## src/rtl/core/vhaed_pkg.sv

```systemverilog
// Shared types, constants and arithmetic helpers of the appliance event detector.
`default_nettype none

package vhaed_pkg;

    // Number of leading beats used to calibrate the offsets.
    localparam int CAL_SAMPLES = 50;
    localparam int CAL_CNT_W   = $clog2(CAL_SAMPLES + 1);

    localparam int RAW_W   = 10;
    localparam int ACC_W   = 11;
    localparam int JERK_W  = 12;
    localparam int THR_W   = 11;
    localparam int HEAT_W  = 9;
    localparam int RUN_W   = 16;
    localparam int SUM_W   = 16;
    localparam int TSUM_W  = 15;
    localparam int OFF_W   = 10;
    localparam int TOFF_W  = 9;
    localparam int TEMP_W  = 9;
    localparam int TPROD_W = 19;
    localparam int TDIFF_W = 20;
    localparam int TDELTA_W = 10;

    // Division by CAL_SAMPLES as a multiply by a rounded-up reciprocal.
    // The error stays below 2^-DIV_SHIFT * 2^SUM_W, which is under 1/CAL_SAMPLES.
    localparam int DIV_SHIFT = 22;
    localparam int RECIP_W   = DIV_SHIFT + 1;
    localparam int DPROD_W   = RECIP_W + SUM_W;
    localparam int DIV_RECIP = (1 << DIV_SHIFT) / CAL_SAMPLES + 1;

    localparam int TEMP_SCALE = 500;
    localparam int TEMP_SHIFT = 10;

    localparam int CFG_IDX_W  = 3;
    localparam int CFG_DATA_W = 16;

    localparam logic [RUN_W-1:0] RUN_MAX = {RUN_W{1'b1}};

    typedef enum logic [CFG_IDX_W-1:0] {
        CFG_X_DOOR    = 3'd0,
        CFG_Y_DOOR    = 3'd1,
        CFG_Z_DOOR    = 3'd2,
        CFG_QUIET     = 3'd3,
        CFG_HEAT      = 3'd4,
        CFG_RUN_LIMIT = 3'd5
    } cfg_idx_t;

    typedef enum logic [1:0] {
        EV_NONE = 2'd0,
        EV_DOOR = 2'd1,
        EV_OFF  = 2'd2,
        EV_ON   = 2'd3
    } event_t;

    typedef struct packed {
        logic [RAW_W-1:0] x_sample;
        logic [RAW_W-1:0] y_sample;
        logic [RAW_W-1:0] z_sample;
        logic [RAW_W-1:0] temp_sample;
    } in_beat_t;

    typedef struct packed {
        logic [1:0] event_res;
        logic       calibrating;
        logic       running;
    } out_beat_t;

    typedef struct packed {
        logic [THR_W-1:0]  x_jerk_limit;
        logic [THR_W-1:0]  y_jerk_limit;
        logic [THR_W-1:0]  z_jerk_limit;
        logic [THR_W-1:0]  quiet_threshold;
        logic [HEAT_W-1:0] heat_threshold;
        logic [RUN_W-1:0]  run_limit_ticks;
    } cfg_t;

    typedef struct packed {
        logic              active;
        logic              busy;
        logic [OFF_W-1:0]  offset_x;
        logic [OFF_W-1:0]  offset_y;
        logic [OFF_W-1:0]  offset_z;
        logic [TOFF_W-1:0] offset_temp;
    } cal_info_t;

    // Raw temperature times 500, full precision.
    function automatic logic [TPROD_W-1:0] temp_product(input logic [RAW_W-1:0] raw);
        logic [TPROD_W-1:0] p;
        p = TPROD_W'(raw) * TPROD_W'(TEMP_SCALE);
        return p;
    endfunction

    // floor(raw * 500 / 1024)
    function automatic logic [TEMP_W-1:0] temp_scale(input logic [RAW_W-1:0] raw);
        logic [TPROD_W-1:0] p;
        p = temp_product(raw);
        return p[TEMP_SHIFT +: TEMP_W];
    endfunction

    // floor(s / CAL_SAMPLES)
    function automatic logic [SUM_W-1:0] div_cal(input logic [SUM_W-1:0] s);
        logic [DPROD_W-1:0] p;
        p = DPROD_W'(s) * DPROD_W'(DIV_RECIP);
        return p[DIV_SHIFT +: SUM_W];
    endfunction

endpackage

`default_nettype wire

```

## src/rtl/core/vhaed_cfg_regs.sv

```systemverilog
// Configuration register file with reset defaults.
`default_nettype none

module vhaed_cfg_regs (
    input  wire logic                           aclk,
    input  wire logic                           aresetn,
    input  wire logic                           cfg_wr_en,
    input  wire logic [vhaed_pkg::CFG_IDX_W-1:0]  cfg_wr_index,
    input  wire logic [vhaed_pkg::CFG_DATA_W-1:0] cfg_wr_data,
    output vhaed_pkg::cfg_t                     cfg
);
    import vhaed_pkg::*;

    cfg_t cfg_reg;

    always_ff @(posedge aclk) begin
        if (!aresetn) begin
            cfg_reg.x_jerk_limit    <= THR_W'(30);
            cfg_reg.y_jerk_limit    <= THR_W'(30);
            cfg_reg.z_jerk_limit    <= THR_W'(70);
            cfg_reg.quiet_threshold <= THR_W'(5);
            cfg_reg.heat_threshold  <= HEAT_W'(3);
            cfg_reg.run_limit_ticks <= RUN_W'(5400);
        end else if (cfg_wr_en) begin
            case (cfg_wr_index)
                CFG_X_DOOR:    cfg_reg.x_jerk_limit    <= cfg_wr_data[THR_W-1:0];
                CFG_Y_DOOR:    cfg_reg.y_jerk_limit    <= cfg_wr_data[THR_W-1:0];
                CFG_Z_DOOR:    cfg_reg.z_jerk_limit    <= cfg_wr_data[THR_W-1:0];
                CFG_QUIET:     cfg_reg.quiet_threshold <= cfg_wr_data[THR_W-1:0];
                CFG_HEAT:      cfg_reg.heat_threshold  <= cfg_wr_data[HEAT_W-1:0];
                CFG_RUN_LIMIT: cfg_reg.run_limit_ticks <= cfg_wr_data[RUN_W-1:0];
                default: begin
                end
            endcase
        end
    end

    assign cfg = cfg_reg;

endmodule

`default_nettype wire

```

## src/rtl/core/vhaed_calib.sv

```systemverilog
// Calibration accumulator and offset computation.
`default_nettype none

module vhaed_calib (
    input  wire logic                aclk,
    input  wire logic                aresetn,
    input  wire logic                step,
    input  wire vhaed_pkg::in_beat_t sample,
    output vhaed_pkg::cal_info_t     cal
);
    import vhaed_pkg::*;

    logic [CAL_CNT_W-1:0] cal_count_reg;
    logic [CAL_CNT_W-1:0] cal_count_next;
    logic [SUM_W-1:0]     sum_x_reg, sum_y_reg, sum_z_reg;
    logic [TSUM_W-1:0]    sum_temp_reg;
    logic [OFF_W-1:0]     offset_x_reg, offset_y_reg, offset_z_reg;
    logic [TOFF_W-1:0]    offset_temp_reg;
    logic                 settle_reg;
    logic                 active;
    logic [SUM_W-1:0]     q_x, q_y, q_z, q_temp;

    assign active         = (cal_count_reg < CAL_CNT_W'(CAL_SAMPLES));
    assign cal_count_next = cal_count_reg + CAL_CNT_W'(1);

    // Quotients are taken from the registered sums in the cycle after the last
    // calibration beat, while cal.busy holds the pipeline off.
    assign q_x    = div_cal(sum_x_reg);
    assign q_y    = div_cal(sum_y_reg);
    assign q_z    = div_cal(sum_z_reg);
    assign q_temp = div_cal(SUM_W'(sum_temp_reg));

    always_ff @(posedge aclk) begin
        if (!aresetn) begin
            cal_count_reg <= '0;
            sum_x_reg     <= '0;
            sum_y_reg     <= '0;
            sum_z_reg     <= '0;
            sum_temp_reg  <= '0;
            settle_reg    <= 1'b0;
        end else begin
            settle_reg <= 1'b0;
            if (step && active) begin
                cal_count_reg <= cal_count_next;
                sum_x_reg     <= sum_x_reg + SUM_W'(sample.x_sample);
                sum_y_reg     <= sum_y_reg + SUM_W'(sample.y_sample);
                sum_z_reg     <= sum_z_reg + SUM_W'(sample.z_sample);
                sum_temp_reg  <= sum_temp_reg + TSUM_W'(temp_scale(sample.temp_sample));
                if (cal_count_next == CAL_CNT_W'(CAL_SAMPLES)) begin
                    settle_reg <= 1'b1;
                end
            end
        end
    end

    always_ff @(posedge aclk) begin
        if (settle_reg) begin
            offset_x_reg    <= q_x[OFF_W-1:0];
            offset_y_reg    <= q_y[OFF_W-1:0];
            offset_z_reg    <= q_z[OFF_W-1:0];
            offset_temp_reg <= q_temp[TOFF_W-1:0];
        end
    end

    assign cal.active      = active;
    assign cal.busy        = settle_reg;
    assign cal.offset_x    = offset_x_reg;
    assign cal.offset_y    = offset_y_reg;
    assign cal.offset_z    = offset_z_reg;
    assign cal.offset_temp = offset_temp_reg;

    // The offset load happens exactly once, right when calibration ends.
    assert property (@(posedge aclk) disable iff (!aresetn)
        settle_reg |-> !active && $past(active))
        else $error("offset load outside the end of calibration");

endmodule

`default_nettype wire

```

## src/rtl/core/vhaed_detect.sv

```systemverilog
// Event decision logic and the detector state after calibration.
`default_nettype none

module vhaed_detect (
    input  wire logic                 aclk,
    input  wire logic                 aresetn,
    input  wire logic                 step,
    input  wire vhaed_pkg::in_beat_t  sample,
    input  wire vhaed_pkg::cal_info_t cal,
    input  wire vhaed_pkg::cfg_t      cfg,
    output vhaed_pkg::event_t         event_res,
    output logic                      running_next
);
    import vhaed_pkg::*;

    logic signed [ACC_W-1:0]   prev_x_reg, prev_y_reg, prev_z_reg;
    logic                      door_seen_reg;
    logic                      running_reg;
    logic [RUN_W-1:0]          run_ticks_reg;
    logic [RUN_W-1:0]          run_ticks_next;

    logic signed [ACC_W-1:0]   ax, ay, az;
    logic signed [JERK_W-1:0]  jx, jy, jz;
    logic [JERK_W-1:0]         jx_mag, jy_mag, jz_mag;
    logic [ACC_W-1:0]          ax_mag, ay_mag, az_mag;
    logic signed [TDIFF_W-1:0] tdiff;
    logic [TDIFF_W-1:0]        tdiff_mag;
    logic [TDELTA_W-1:0]       tdelta;
    logic                      door_hit, off_hit, on_hit;

    assign ax = $signed({1'b0, sample.x_sample}) - $signed({1'b0, cal.offset_x});
    assign ay = $signed({1'b0, sample.y_sample}) - $signed({1'b0, cal.offset_y});
    assign az = $signed({1'b0, sample.z_sample}) - $signed({1'b0, cal.offset_z});

    assign jx = JERK_W'(ax) - JERK_W'(prev_x_reg);
    assign jy = JERK_W'(ay) - JERK_W'(prev_y_reg);
    assign jz = JERK_W'(az) - JERK_W'(prev_z_reg);

    assign jx_mag = jx[JERK_W-1] ? JERK_W'(-jx) : JERK_W'(jx);
    assign jy_mag = jy[JERK_W-1] ? JERK_W'(-jy) : JERK_W'(jy);
    assign jz_mag = jz[JERK_W-1] ? JERK_W'(-jz) : JERK_W'(jz);
    assign ax_mag = ax[ACC_W-1] ? ACC_W'(-ax) : ACC_W'(ax);
    assign ay_mag = ay[ACC_W-1] ? ACC_W'(-ay) : ACC_W'(ay);
    assign az_mag = az[ACC_W-1] ? ACC_W'(-az) : ACC_W'(az);

    // Exact temperature delta: |raw*500 - offset*1024| / 1024, toward zero.
    assign tdiff = $signed({1'b0, temp_product(sample.temp_sample)})
                 - $signed({1'b0, cal.offset_temp, {TEMP_SHIFT{1'b0}}});
    assign tdiff_mag = tdiff[TDIFF_W-1] ? TDIFF_W'(-tdiff) : TDIFF_W'(tdiff);
    assign tdelta    = tdiff_mag[TEMP_SHIFT +: TDELTA_W];

    assign door_hit = ((jx_mag > JERK_W'(cfg.x_jerk_limit))
                    || (jy_mag > JERK_W'(cfg.y_jerk_limit)))
                    && (jz_mag > JERK_W'(cfg.z_jerk_limit))
                    && !door_seen_reg;
    assign off_hit  = ((ax_mag < cfg.quiet_threshold) && (ay_mag < cfg.quiet_threshold)
                    && (az_mag < cfg.quiet_threshold) && running_reg)
                    || (run_ticks_reg > cfg.run_limit_ticks);
    assign on_hit   = (tdelta > TDELTA_W'(cfg.heat_threshold)) && !running_reg;

    always_comb begin
        event_res    = EV_NONE;
        running_next = running_reg;
        if (door_hit) begin
            event_res = EV_DOOR;
        end else if (off_hit) begin
            event_res    = EV_OFF;
            running_next = 1'b0;
        end else if (on_hit) begin
            event_res    = EV_ON;
            running_next = 1'b1;
        end
    end

    always_comb begin
        run_ticks_next = '0;
        if (running_next) begin
            run_ticks_next = (run_ticks_reg == RUN_MAX) ? RUN_MAX
                                                        : run_ticks_reg + RUN_W'(1);
        end
    end

    always_ff @(posedge aclk) begin
        if (!aresetn) begin
            prev_x_reg    <= '0;
            prev_y_reg    <= '0;
            prev_z_reg    <= '0;
            door_seen_reg <= 1'b0;
            running_reg   <= 1'b0;
            run_ticks_reg <= '0;
        end else if (step) begin
            prev_x_reg    <= ax;
            prev_y_reg    <= ay;
            prev_z_reg    <= az;
            running_reg   <= running_next;
            run_ticks_reg <= run_ticks_next;
            if (door_hit) begin
                door_seen_reg <= 1'b1;
            end
        end
    end

    // The door event is one-shot: once seen, the flag never drops.
    assert property (@(posedge aclk) disable iff (!aresetn)
        door_seen_reg |=> door_seen_reg)
        else $error("door flag cleared after it was set");

    // The run counter only counts while the machine runs.
    assert property (@(posedge aclk) disable iff (!aresetn)
        !running_reg |-> run_ticks_reg == '0)
        else $error("run counter nonzero while stopped");

endmodule

`default_nettype wire

```

## src/rtl/core/vibration_heat_appliance_event_detector_core.sv

```systemverilog
// Top level of the appliance event detector: input register, decision, result register.
//
//   channel  direction  handshake            payload
//   s_       in         s_valid / s_ready    s_data  (x, y, z, temperature samples)
//   m_       out        m_valid / m_ready    m_data  (event, calibrating, running)
//   cfg_     in         cfg_wr_en            cfg_wr_index, cfg_wr_data
//
// Each beat passes the input register and the decision logic into the result
// register, and one beat is taken every cycle while the pipeline does not stall.
// The exception is the end of calibration: the offsets are divided out of the
// registered sums while cal.busy is high, and the decision stage holds meanwhile.
// A stalled result register holds the pipeline; the input register still
// takes a beat as long as it is empty. Reset is synchronous and active low.
`default_nettype none

module vibration_heat_appliance_event_detector_core (
    input  wire logic                             aclk,
    input  wire logic                             aresetn,
    input  wire logic                             s_valid,
    output logic                                  s_ready,
    input  wire vhaed_pkg::in_beat_t              s_data,
    output logic                                  m_valid,
    input  wire logic                             m_ready,
    output vhaed_pkg::out_beat_t                  m_data,
    input  wire logic                             cfg_wr_en,
    input  wire logic [vhaed_pkg::CFG_IDX_W-1:0]  cfg_wr_index,
    input  wire logic [vhaed_pkg::CFG_DATA_W-1:0] cfg_wr_data
);
    import vhaed_pkg::*;

    cfg_t      cfg;
    cal_info_t cal;
    event_t    det_event;
    logic      det_running;

    logic      in_valid_reg;
    in_beat_t  in_data_reg;
    logic      out_valid_reg;
    out_beat_t out_data_reg;
    out_beat_t result;
    logic      advance;

    assign advance = in_valid_reg && !cal.busy && (!out_valid_reg || m_ready);
    assign s_ready = !in_valid_reg || advance;

    vhaed_cfg_regs u_cfg (
        .aclk         (aclk),
        .aresetn      (aresetn),
        .cfg_wr_en    (cfg_wr_en),
        .cfg_wr_index (cfg_wr_index),
        .cfg_wr_data  (cfg_wr_data),
        .cfg          (cfg)
    );

    vhaed_calib u_calib (
        .aclk    (aclk),
        .aresetn (aresetn),
        .step    (advance),
        .sample  (in_data_reg),
        .cal     (cal)
    );

    vhaed_detect u_detect (
        .aclk         (aclk),
        .aresetn      (aresetn),
        .step         (advance && !cal.active),
        .sample       (in_data_reg),
        .cal          (cal),
        .cfg          (cfg),
        .event_res    (det_event),
        .running_next (det_running)
    );

    always_comb begin
        if (cal.active) begin
            result.event_res   = EV_NONE;
            result.calibrating = 1'b1;
            result.running     = 1'b0;
        end else begin
            result.event_res   = det_event;
            result.calibrating = 1'b0;
            result.running     = det_running;
        end
    end

    always_ff @(posedge aclk) begin
        if (!aresetn) begin
            in_valid_reg  <= 1'b0;
            out_valid_reg <= 1'b0;
        end else begin
            if (s_valid && s_ready) begin
                in_valid_reg <= 1'b1;
            end else if (advance) begin
                in_valid_reg <= 1'b0;
            end
            if (advance) begin
                out_valid_reg <= 1'b1;
            end else if (m_ready) begin
                out_valid_reg <= 1'b0;
            end
        end
    end

    always_ff @(posedge aclk) begin
        if (s_valid && s_ready) begin
            in_data_reg <= s_data;
        end
        if (advance) begin
            out_data_reg <= result;
        end
    end

    assign m_valid = out_valid_reg;
    assign m_data  = out_data_reg;

    // A calibration beat never carries an event or a running machine.
    assert property (@(posedge aclk) disable iff (!aresetn)
        m_valid && m_data.calibrating |-> m_data.event_res == EV_NONE && !m_data.running)
        else $error("calibration beat with an event or running flag");

    // A beat held in the input register must not be lost when a new one enters.
    assert property (@(posedge aclk) disable iff (!aresetn)
        in_valid_reg && !advance |-> !s_ready)
        else $error("input register overwritten before it was consumed");

endmodule

`default_nettype wire
```

## config.mk

```make
export PLATFORM = sky130hd
export DESIGN_NAME = vibration_heat_appliance_event_detector_core
export DESIGN_NICKNAME = d
export VERILOG_FILES = /design/src/rtl/core/vhaed_pkg.sv /design/src/rtl/core/vhaed_cfg_regs.sv /design/src/rtl/core/vhaed_calib.sv /design/src/rtl/core/vhaed_detect.sv /design/src/rtl/core/vibration_heat_appliance_event_detector_core.sv
export SDC_FILE = /design/constraint.sdc
export NUM_CORES = 2
export LEC_CHECK = 0
export ABC_AREA = 1
export BUFFER_PORTS_ARGS = -buffer_cell sky130_fd_sc_hd__buf_4
export CORE_MARGIN = 8
export CORE_UTILIZATION = 25
export CTS_CLUSTER_SIZE = 30
export DETAILED_ROUTE_END_ITERATION = 10
export PLACE_DENSITY = 0.42
export SLEW_MARGIN = 20
export SYNTH_ARGS = -nofsm -noshare
export SYNTH_HDL_FRONTEND = slang
export SYNTH_SLANG_ARGS = --single-unit
```

## constraint.sdc

```tcl
create_clock -name aclk -period 9.1 [get_ports aclk]
set_input_delay 0.455 -clock aclk [delete_from_list [all_inputs] [get_ports aclk]]
set_output_delay 0.455 -clock aclk [all_outputs]
set_load 0.005 [all_outputs]
```

# Yosys cells after proc, flatten, opt, wreduce, memory -nomap -nowiden

Cells that the tools add are included.
W data, S select, Z words.

Output and inout bits: 6
Register bits after elaboration: 275
Word-level logic and storage cells: 127
Input bits: 64

Equal/unequal tests: 7
$lt $le $gt $ge: 9
Multiply operators: 5
Reduce and logical (&&, ||, !) cells: 33
$add $sub $neg: 20
Multiplexer cells: 21

Operators with widths:

| operator                 | count |
|---|---|
| $mul A16 B17 Y32 const B | 3 |
| $add A16 B10 Y16         | 3 |
| $gt A12 B11 Y1           | 3 |
| $mux W12                 | 3 |
| $neg A12 Y12             | 3 |
| $sub A11 B11 Y12         | 3 |
| $lt A11 B11 Y1           | 3 |
| $mux W11                 | 3 |
| $neg A11 Y11             | 3 |
| $sub A10 B10 Y11         | 3 |
| $mux W16                 | 2 |
| $mul A15 B17 Y31 const B | 1 |
| $mux W20                 | 1 |
| $neg A20 Y20             | 1 |
| $sub A19 B19 Y20         | 1 |
| $mul A10 B7 Y17 const B  | 1 |
| $add A16 B1 Y16 const B  | 1 |
| $eq A16 B16 Y1 const B   | 1 |
| $gt A16 B16 Y1           | 1 |
| $reduce_and A2 Y1        | 8 |
| $add A15 B9 Y15          | 1 |
| $logic_and A1 B1 Y1      | 11 |
| $gt A10 B9 Y1            | 1 |
| $mux W1                  | 9 |
| 12 further kinds         | 25 |

# Longest topological paths before layout

Depth in word-level cells: 11
Depth in mapped cells: 46
Mapped depth without buffers: 45

# Modules after synthesis

From an unflattened synthesis, not the netlist that was laid out.

Cells, all modules: 5,888
Area total of the unflattened synthesis: 44,501.4 µm²

Modules (own cells, without submodules):

| module                                       | cells each | times used | area an instance (µm²) | sequential area each (µm²) |
|---|---|---|---|---|
| vhaed_calib                                  | 3,683      | 1          | 29,050.4               | 2,572.5 |
| vhaed_detect                                 | 1,751      | 1          | 11,298.3               | 1,021.0 |
| vhaed_cfg_regs                               | 389        | 1          | 2,707.6                | 1,381.3 |
| vibration_heat_appliance_event_detector_core | 65         | 1          | 1,445.1                | 1,361.3 |

# Worst setup path after synthesis

No wires, ideal clock.

Path kind: flip-flop to flip-flop
Start: reg in_data_reg[5] (netlist name)
End: reg u_detect.run_ticks_reg[12]
Arrival: 6,687 ps
Slack: 2,276 ps
Period minus slack after synthesis: 6,824 ps
Setup time: 136 ps
Buffers on the path: 1
Stages on the path, launching flop included: 42
Required time: 8,964 ps
Cells stage by stage: edfxtp_1 > inv_1 > fa_1 > fa_1 > inv_1 > fa_1 > inv_1 > fa_1 > inv_1 > ha_1 > a21oi_1 > o21ai_0 > a21o_1 > a21oi_1 > o21a_1 > xor2_1 > inv_1 > ha_1 > (+6 left out) > xor2_1 > inv_1 > ha_1 > inv_1 > nor2_1 > o21ai_0 > inv_1 > o21ai_0 > a21boi_0 > o21ai_0 > nand3_2 > nand2_2 > clkinv_2 > nand2_4 > nand2_4 > buf_12 > nand3_2 > a21oi_2

Longest elaborated chain between the ends: 10

RTL lines:

| element                  | RTL line                                            | source |
|---|---|---|
| start: declaration       | vibration_heat_appliance_event_detector_core.sv:37  | `in_beat_t in_data_reg;` |
| start signal: assignment | vibration_heat_appliance_event_detector_core.sv:106 | `in_data_reg <= s_data;` |
| $mul A10 B7 Y17 *        | vhaed_pkg.sv:90                                     | `p = TPROD_W'(raw) * TPROD_W'(TEMP_SCALE);` |
| $sub A19 B19 Y20 *       | vhaed_detect.sv:48                                  | `- $signed({1'b0, cal.offset_temp, {TEMP_SHIFT{1'b0}}});` |
| $neg A20 Y20             | vhaed_detect.sv:49                                  | `assign tdiff_mag = tdiff[TDIFF_W-1] ? TDIFF_W'(-tdiff) : TDIFF_W'(tdiff);` |
| $mux W20 *               | vhaed_detect.sv:49                                  |  |
| $gt A10 B9 Y1 *          | vhaed_detect.sv:59                                  | `assign on_hit = (tdelta > TDELTA_W'(cfg.heat_threshold)) && !running_reg;` |
| $logic_and A1 B1 Y1 *    | vhaed_detect.sv:59                                  |  |
| $mux W1 *                | vhaed_detect.sv:69                                  | `end else if (on_hit) begin` |
| $mux W1 *                | vhaed_detect.sv:66                                  | `end else if (off_hit) begin` |
| $mux W1 *                | vhaed_detect.sv:64                                  | `if (door_hit) begin` |
| $mux W16 *               | vhaed_detect.sv:77                                  | `if (running_next) begin` |
| end signal: assignment   | vhaed_detect.sv:96                                  | `run_ticks_reg <= run_ticks_next;` |
| end: declaration         | vhaed_detect.sv:19                                  | `logic [RUN_W-1:0] run_ticks_reg;` |

Every way passes the cells marked *; elsewhere a longest branch is shown, timed or not.
A chain may end at the register's enable or synchronous reset.

# Worst setup path after layout

Start: reg in_data_reg[4] (netlist name)
End: reg u_detect.run_ticks_reg[2]

Same word-level chain as after synthesis.

==> run metrics <==
Net Sw Power=6.581 mW; TritonCTS buffer count=38; IO Count=70; # clock sinks=275; Detailed Place HPWL=92.72 mm; ant diodes=0; cell area after synthesis=39630 um2; critical path required time=9.50 ns; Final Cycle Share=0.8496; initial core utilization=0.2511; Net Sw Frac=0.5282; Max stage delay cell, worst path=fa_1; nets@finish=6016; run status=completed; largest cells by area after synthesis=ha_1 24%, fa_1 21%, inv_1 9.9%, dfxtp_1 9.7%, edfxtp_1 6.3%; EDFF count, synth=83; post-synthesis sequential area ratio=0.1599; Syn Inst Count=4698; syn avg cell area=8.436 um2; Routed Wire Length=108.3 mm; share of the synthesized area in the top cell type=0.2421; GRT Util Overall=0.1247; pre-CTS setup slack=1.278 ns; Final Hold Fails=0; Combinational Power Share=0.759; PnR Total Power=12.46 mW; Die Wd=414.2 um; Netlist cell types=60; vias in the first global route=30.55k; gr ovfl total=0; Worst setup EP type=flop; slack of the critical path=1.369 ns; worst-skew pair later-pin latency=0.56 ns; f_max=129.3 MHz; #FFs+latches synth=275; Final Wtd Congestion=0.8214; # DRC=0; die area=171500 um2; Reg power frac=0.119; TritonRoute pass-1 iters=5; H-tree lvl count=2; initial drt markers=1410; # port buffers=69; Final setup viols=0; maximum clock path buffer count=3; Worst slew margin=0.4394; largest net degree at the start of global routing=82; cell mode on critical path=inv_1; Post-synth top cells=1042 x inv_1, 767 x ha_1, 603 x nand2_1; Max Cap Viol=0; PwrDens=283.8 nW/um2; routed len/inst=15.76 um; min Tclk post-route=7.731 ns; row cnt=146; CTS tree=built; DRT antenna net count=0; CTS clk-pin slew, worst paths=0.05 ns; share of cells above drive strength 1=0.05212; clock power share=0.122; first-pass GRT wire length=173.1 mm; initial antenna violation count=0; max reg flops=69; Die Ht=414.2 um; clock skew=0.02143 ns; via count=29.88k; Crit path largest cell delay=0.51 ns; core area=157800 um2; area grow syn2layout=10.75%; RSZ-0062 raised after global routing=no; hold buffers post-CTS=0; CP startpoint kind=flop; Worst VDD drop=0.2927 mV; post_cts resized=0; post-synth net total=5945; Worst EP arrival=8.13 ns; Root Buffer=clkbuf_16; area leader, netlist=ha_1; setup_tns=0 ns; filler cell count=17.06k; Lkg Pwr=22.55 nW; Setup Crit Path Kind=reg2reg; internal power=5.878 mW; Hold Crit Class=in2reg; Synth warnings=0; Worst-Margin Slew=0.8345 ns; Post-CTS Setup Inserts=0; crit-path max FO=17; fraction of registers with async set/reset=0; Slew Limit Fails=0; Main synth FF type=dfxtp_1; Via density=4.350; cell with the most instances after synthesis=inv_1
worst max-delay path, delay by kind of cell (launching register included):
family	cells	cell delay (ns)
compound gates	13	2.04
xor+xnor	2	0.30
fa+ha+maj	7	2.94
buf+inv	9	0.71
flops	1	0.48
simple gates	9	1.08
kinds of logic after synthesis:
kind of cell | after synthesis | synth area share
simple gates | 1130 | 0.1260
flops | 275 | 0.1599
buf+inv | 1105 | 0.1053
fa+ha+maj | 1183 | 0.4523
compound gates | 808 | 0.1126
xor+xnor | 197 | 0.04391
routing by layer:
| layer | global-route usage | wire length (um) | part of all wire |
|---|---|---|---|
| met1 | 0.1816 | 55070 | 0.51 |
| met2 | 0.2029 | 48670 | 0.45 |
| met3 | 0.01007 | 2642 | 0.024 |
| met4 | 0.02346 | 1882 | 0.017 |
| met5 | 0 | 0 | 0 |
cell usage in the layout, fill, tap and decap left out, types with 5 or more instances in the layout:
cell       count
nand2_1      603
nand3_1      121
inv_2         13
xnor2_1       52
xor2_1       143
edfxtp_1      83
clkbuf_8       6
ha_1         767
inv_1       1040
or2_2         12
fa_1         416
nand3_2       19
nor2_1       206
a21o_1        17
o211ai_1      28
nand3b_1      14
nand4_1       40
a31oi_1       20
nor4_1        14
o21a_1        17
a211oi_1       5
nor3_1        53
nor2_2        10
nand2_2       19
dfxtp_1      191
buf_4         82
clkbuf_16     38
a21oi_1      388
a21oi_2       13
o21bai_1      17
clkbuf_1       8
o21ai_0      270
a21boi_0       6
worst paths after layout:
check,startpoint,to,slack (ns),depth (start not counted)
worst max-delay path,in_data_reg[4],u_detect.run_ticks_reg[2],1.37,40
worst min-delay path,s_data[21],in_data_reg[21],0.07,1
worst max register to register,in_data_reg[4],u_detect.run_ticks_reg[2],1.37,40
worst min register to register,u_cfg.cfg[7],u_cfg.cfg[7],0.46,2
per-stage QoR:
stage,std cells,util,cell area (um2),hold slack (ns)
after global routing,6869,0.2781,43890,0.01927
after detailed placement,6801,0.2702,42640,0.4545
after floorplan,4698,-,39630,0.4353
final,6869,0.2781,43890,0.07017
after global placement,6801,0.2702,42640,0.4498
after CTS,6869,0.2781,43890,0.007739
area by class of cell:
class                      count  area (um2)  share of cell area
multi-input combinational   3318       29140              0.6639
sequential                   275        6337              0.1444
inverter                    1054        3958             0.09017
tap                         2072        2592             0.05907
clock buffer                  52        1064             0.02423
timing repair buffer          82       615.6             0.01403
clock inverter                16       185.2            0.004219
power by group through the flow:
stage          combinational, mW  clock [mW]  sequential (mW)
6_report                    9.45        1.52             1.48
2_1_floorplan               7.31           0             1.43
3_5_place_dp                9.57           0             1.52
5_1_grt                     11.1        1.64             1.50
3_3_place_gp                9.58           0             1.52
4_1_cts                     9.67        1.60             1.49
(Power assumes the default switching activity.)
